**src/hw/rtl/mei_pkg.sv**
```systemverilog
// ----------------------------------------------------------------------------
// mei_pkg
// Shared widths, register indexes, reset values and datapath command codes
// for the escape-time iteration engine.
// ----------------------------------------------------------------------------
`default_nettype none

package mei_pkg;

  localparam int COL_W      = 12;
  localparam int ROW_W      = 12;
  localparam int ITER_W     = 25;
  localparam int STEP_W     = 29;
  localparam int Z_W        = 32;
  localparam int WIDE_W     = 64;
  localparam int PROD_W     = COL_W + STEP_W;
  localparam int CFG_IDX_W  = 2;
  localparam int CFG_DATA_W = 29;
  localparam int S_TDATA_W  = 24;
  localparam int M_TDATA_W  = 40;

  typedef enum logic [CFG_IDX_W-1:0] {
    CFG_MAX_ITER = 2'd0,
    CFG_X_STEP   = 2'd1,
    CFG_Y_STEP   = 2'd2
  } cfg_idx_e;

  localparam logic [ITER_W-1:0] MAX_ITER_RST = 25'd524288;
  localparam logic [STEP_W-1:0] X_STEP_RST   = 29'd1006633;
  localparam logic [STEP_W-1:0] Y_STEP_RST   = 29'd1008313;

  typedef enum logic [3:0] {
    DP_NOP,
    DP_LOAD,
    DP_COORD_MUL,
    DP_COORD_SUM,
    DP_SQUARE,
    DP_DISC,
    DP_CARD_MUL,
    DP_SET_MAX,
    DP_IT_MUL,
    DP_IT_UPD
  } dp_op_e;

  typedef struct packed {
    logic interior;
    logic escaped;
    logic limit;
  } dp_status_t;

endpackage

`default_nettype wire

```
**src/hw/rtl/mei_ctrl.sv**
```systemverilog
// ----------------------------------------------------------------------------
// mei_ctrl
// Sequencer: steps the datapath through mapping, interior tests and the
// iteration loop (multiply step, then update step), then hands the count to the output register.
// ----------------------------------------------------------------------------
`default_nettype none

module mei_ctrl
  import mei_pkg::*;
(
  input  wire logic       clk_i,
  input  wire logic       rst_ni,
  input  wire logic       s_valid_i,
  output logic            s_ready_o,
  input  wire dp_status_t status_i,
  input  wire logic       out_busy_i,
  output dp_op_e          op_o,
  output logic            push_o
);

  typedef enum logic [3:0] {
    ST_IDLE,
    ST_COORD_MUL,
    ST_COORD_SUM,
    ST_SQUARE,
    ST_DISC,
    ST_CARD_MUL,
    ST_DECIDE,
    ST_IT_MUL,
    ST_IT_UPD,
    ST_RESULT
  } state_e;

  state_e state_q, state_d;

  always_comb begin
    state_d = state_q;
    op_o    = DP_NOP;
    push_o  = 1'b0;
    unique case (state_q)
      ST_IDLE: begin
        if (s_valid_i) begin
          op_o    = DP_LOAD;
          state_d = ST_COORD_MUL;
        end
      end
      ST_COORD_MUL: begin
        op_o    = DP_COORD_MUL;
        state_d = ST_COORD_SUM;
      end
      ST_COORD_SUM: begin
        op_o    = DP_COORD_SUM;
        state_d = ST_SQUARE;
      end
      ST_SQUARE: begin
        op_o    = DP_SQUARE;
        state_d = ST_DISC;
      end
      ST_DISC: begin
        op_o    = DP_DISC;
        state_d = ST_CARD_MUL;
      end
      ST_CARD_MUL: begin
        op_o    = DP_CARD_MUL;
        state_d = ST_DECIDE;
      end
      ST_DECIDE: begin
        if (status_i.interior) begin
          op_o    = DP_SET_MAX;
          state_d = ST_RESULT;
        end else begin
          state_d = ST_IT_MUL;
        end
      end
      ST_IT_MUL: begin
        if (status_i.limit) begin
          state_d = ST_RESULT;
        end else begin
          op_o    = DP_IT_MUL;
          state_d = ST_IT_UPD;
        end
      end
      ST_IT_UPD: begin
        if (status_i.escaped) begin
          state_d = ST_RESULT;
        end else begin
          op_o    = DP_IT_UPD;
          state_d = ST_IT_MUL;
        end
      end
      ST_RESULT: begin
        if (!out_busy_i) begin
          push_o  = 1'b1;
          state_d = ST_IDLE;
        end
      end
      default: begin
        state_d = ST_IDLE;
      end
    endcase
  end

  always_ff @(posedge clk_i or negedge rst_ni) begin
    if (!rst_ni) begin
      state_q <= ST_IDLE;
    end else begin
      state_q <= state_d;
    end
  end

  assign s_ready_o = (state_q == ST_IDLE);

  a_accept_starts: assert property (@(posedge clk_i) disable iff (!rst_ni)
    (s_valid_i && s_ready_o) |=> (state_q == ST_COORD_MUL))
    else $error("accepted beat did not start mapping");

  a_push_free: assert property (@(posedge clk_i) disable iff (!rst_ni)
    push_o |-> !out_busy_i)
    else $error("result pushed into a full output register");

  a_upd_after_mul: assert property (@(posedge clk_i) disable iff (!rst_ni)
    (state_q == ST_IT_UPD) |-> ($past(state_q) == ST_IT_MUL))
    else $error("update step without a multiply step");

  a_mul_below_limit: assert property (@(posedge clk_i) disable iff (!rst_ni)
    (op_o == DP_IT_MUL) |-> !status_i.limit)
    else $error("iteration started at the limit");

endmodule

`default_nettype wire

```
**config.mk**
```make
export PLATFORM = sky130hd
export DESIGN_NAME = mei_ctrl
export DESIGN_NICKNAME = d
export VERILOG_FILES = /design/src/hw/rtl/mei_pkg.sv /design/src/hw/rtl/mei_ctrl.sv
export SDC_FILE = /design/constraint.sdc
export NUM_CORES = 1
export LEC_CHECK = 0
export ABC_AREA = 0
export ABC_CLOCK_PERIOD_IN_PS = 4000
export BUFFER_PORTS_ARGS = -buffer_cell sky130_fd_sc_hd__clkbuf_2
export CAP_MARGIN = 20
export CORE_AREA = 2 2 39 41
export DETAILED_ROUTE_END_ITERATION = 12
export DIE_AREA = 0 0 41 43
export SYNTH_ARGS = -nofsm -noshare
export SYNTH_HDL_FRONTEND = slang
export SYNTH_SLANG_ARGS = --single-unit
```
**constraint.sdc**
```tcl
create_clock -name clk_i -period 4 [get_ports clk_i]
set_input_delay 0.2 -clock clk_i [delete_from_list [all_inputs] [get_ports clk_i]]
set_output_delay 0.2 -clock clk_i [all_outputs]
set_load 0.1 [all_outputs]
```
==> impl_metrics.yaml <==
run_status:
  status: "completed"
routing:
  first_pass_iters: 4
  routed_wl_um: 804
  detail_route.drc_violations: 0
  vias: 367
  drtAntennaViolNets: 0
  wl_per_cell_um: 11.0
  via_density_per_instance: 5.03
  detailedRoute.firstIterationViolations: 11
critical_path:
  cp_max_fo: 13
  crit_slowest_cell: "sky130_fd_sc_hd__dfrtp_1"
  worstSetupPathType: "reg2out"
  logic_depth_of_the_worst_setup_path_including_buffers: 4
  required_ps: 3800
  critPathTopFamily: "simple AND/OR/NAND/NOR gates"
  start_kind: "flip-flop"
  critical_path.n_buffers_inverters: 1
  critical_path.max_stage_delay_ps: 560
  timing.critical_path.to_type: "primary output"
  timing.critical_path.cells: "or3b_1 -> or3_4 -> nand2_1 -> clkbuf_2"
  critPathArrivalTime_ps: 2090
  r2r.worst_path.cells: 3
global_route:
  grt_pass1_vias: 333
  globalRouteMet3Util: 0.0628
  wire_length_of_the_first_global_routing_pass_um: 1320
  grt_antenna_before_repair: 0
  globalRoute.totalOverflow: 0
  grt_use_met1: 0.132
  grt.busiest_layer: "met2"
  grt_start_max_net_pins: 14
  grt_use_total: 0.113
  global_route.usage.met2: 0.159
min_path:
  timing.hold.worst.class: "in2reg"
  min_delay_path_depth: 3
clocking:
  clockBufferDepth: 2
  cts_tree: "built"
  clk_latency_ps: 230
  cts_buffers: 3
  htreeDepth: 1
  cts_resized: 0
  cts.repair_timing.setup_buffer_count: 0
  cts.sinks: 4
  worst_setup_hold_path_clk_slew_ps: 40
  cell_at_the_root_of_the_clock_tree: "sky130_fd_sc_hd__clkbuf_4"
logic_synthesis:
  synth_nets: 52
  syn-cell-area_um2: 342
  synth.lib_cells_used.distinct: 25
  ys_seq_area_frac: 0.293
  yosysWarningCount: 0
  synth-seq-cells: 4
  netlist_instances: 45
  syn_area_per_cell_um2: 7.59
sta:
  skew_ps: 1.37
  final_hold_viol_count: 0
  fin_setup_tns_ps: 0
  maxClockFrequency_ghz: 0.438
  worst_pin_slew_ps: 539
  final_setup_vio_count: 0
  timing.slew.headroom: 0.642
  layout_setup_ws_ps: 1710
  final_min_period_over_clock_period: 0.571
  period_minus_slack_ps: 2290
  drv_slew: 0
  grt_setup_unrepaired: "false"
layout:
  top_register: "state_q"
  fillers: 153
  largest_reg_flops: 4
  areaGrowthSynthToFinish_pct: 28.9
  insertedDiodeCount: 0
  nets: 66
  largest_registers: "state_q (4)"
  final_cell_area_um2: 440
  layout-drive-gt1-share: 0.316
  stdcell_count: 73
floorplanning:
  io_pins: 13
  die_area_um2: 1760
  initial_core_utilization: 0.247
  rows: 14
  fp.dieH_um: 43
  core-area_um2: 1380
  die_x_um: 41
placed_design:
  globalplace.congestion: 0.687
  portBuffers: 12
  dp_hpwl_um: 597
  place.detailed.instances: 69
  place_worst_setup_slack_ps: 1970
  placedInstanceArea_um2: 408
run:
  maxCapViolCount: 0
-- synth_stat cells --
cell	instances	share of area
sky130_fd_sc_hd__a21boi_0	1	0.022
sky130_fd_sc_hd__a21oi_1	3	0.044
sky130_fd_sc_hd__and3_1	1	0.018
sky130_fd_sc_hd__buf_2	1	0.015
sky130_fd_sc_hd__buf_4	1	0.022
sky130_fd_sc_hd__clkbuf_1	2	0.022
sky130_fd_sc_hd__dfrtp_1	4	0.29
sky130_fd_sc_hd__inv_1	2	0.022
sky130_fd_sc_hd__mux2i_1	1	0.029
sky130_fd_sc_hd__nand2_1	3	0.033
sky130_fd_sc_hd__nand2b_1	2	0.037
sky130_fd_sc_hd__nand4_1	1	0.018
sky130_fd_sc_hd__nor2_1	5	0.055
sky130_fd_sc_hd__nor2b_1	3	0.055
sky130_fd_sc_hd__nor3_1	2	0.029
sky130_fd_sc_hd__nor4_1	1	0.018
sky130_fd_sc_hd__nor4b_1	1	0.026
sky130_fd_sc_hd__o211ai_1	1	0.022
sky130_fd_sc_hd__o211ai_2	1	0.037
sky130_fd_sc_hd__o21ai_0	3	0.044
sky130_fd_sc_hd__o22ai_1	2	0.037
sky130_fd_sc_hd__o31ai_1	1	0.022
sky130_fd_sc_hd__or3_4	1	0.033
sky130_fd_sc_hd__or3b_1	1	0.026
sky130_fd_sc_hd__or4_1	1	0.022
-- through the flow --
stage	hold WS [ps]	util
after floorplan	-95.6	-
after global routing	310	0.318
after CTS	288	0.318
after global placement	13.1	0.295
after detailed placement	13.6	0.295
final	295	0.318
-- logic make-up (layout without fill, tap and decap cells) --
group / after synthesis / in the layout / share of synthesized area
simple gates: 22 / 22 / 0.370
compound gates: 12 / 12 / 0.227
buf+inv: 6 / 18 / 0.0806
flops: 4 / 4 / 0.293
mux: 1 / 1 / 0.0293
-- routing by layer --
metal,vias to the layer above,share of wire
li1,184,-
met1,174,0.45
met2,7,0.50
met3,2,0.036
met4,0,0.016
met5,-,0
-- worst paths after layout --
check,end,from,slack [ps]
setup / recovery,op_o[3],state_q[3],1710
hold reg to reg,state_q[1],state_q[3],730
max in group asynchronous,state_q[3],rst_ni,3570
hold / removal,state_q[0],out_busy_i,290
setup reg to reg,state_q[2],state_q[3],2480
min in group asynchronous,state_q[1],rst_ni,300
-- worst min-delay path, delay by kind of cell --
family	cells	cell delay (ps)
AOI/OAI and AO/OA	1	80
buffers and inverters	1	110
and+or+nand+nor	1	80
-- area by class of cell --
class	instances	area (um2)	area share
inverters	2	7.51	0.0170
multi-input cells	35	220	0.500
flip-flops and latches	4	100	0.227
repair buffers	13	70.1	0.159
well taps	16	20.0	0.0455
clock buffers	3	22.5	0.0511
-- what timing repair did --
item | in CTS | in global routing
endpoints found under the hold margin | 4 | 0
hold buffers | 1 | 0
setup endpoints to repair | 0 | 0
-- placed cells by master, fill, tap and decap left out --
| cell type | count |
|---|---|
| sky130_fd_sc_hd__o211ai_2 | 1 |
| sky130_fd_sc_hd__dlygate4sd3_1 | 1 |
| sky130_fd_sc_hd__o211ai_1 | 1 |
| sky130_fd_sc_hd__or3b_1 | 1 |
| sky130_fd_sc_hd__nor4b_2 | 1 |
| sky130_fd_sc_hd__o21ai_0 | 3 |
| sky130_fd_sc_hd__or3_4 | 1 |
| sky130_fd_sc_hd__nand2b_1 | 2 |
| sky130_fd_sc_hd__o31ai_1 | 1 |
| sky130_fd_sc_hd__nor3_1 | 2 |
| sky130_fd_sc_hd__nand4_1 | 1 |
| sky130_fd_sc_hd__a21oi_1 | 3 |
| sky130_fd_sc_hd__dfrtp_1 | 4 |
| sky130_fd_sc_hd__clkbuf_2 | 12 |
| sky130_fd_sc_hd__nor2b_1 | 3 |
| sky130_fd_sc_hd__or4_1 | 1 |
| sky130_fd_sc_hd__o22ai_1 | 2 |
| sky130_fd_sc_hd__a21boi_0 | 1 |
| sky130_fd_sc_hd__and3_1 | 1 |
| sky130_fd_sc_hd__inv_1 | 2 |
| sky130_fd_sc_hd__clkbuf_4 | 3 |
| sky130_fd_sc_hd__mux2i_1 | 1 |
| sky130_fd_sc_hd__nor4_1 | 1 |
| sky130_fd_sc_hd__nand2_1 | 3 |
| sky130_fd_sc_hd__nor2_1 | 5 |
Power is left out: the tool's default activity adds up to more than one toggle a clock period on the data nets, which glitch-free logic cannot reach.
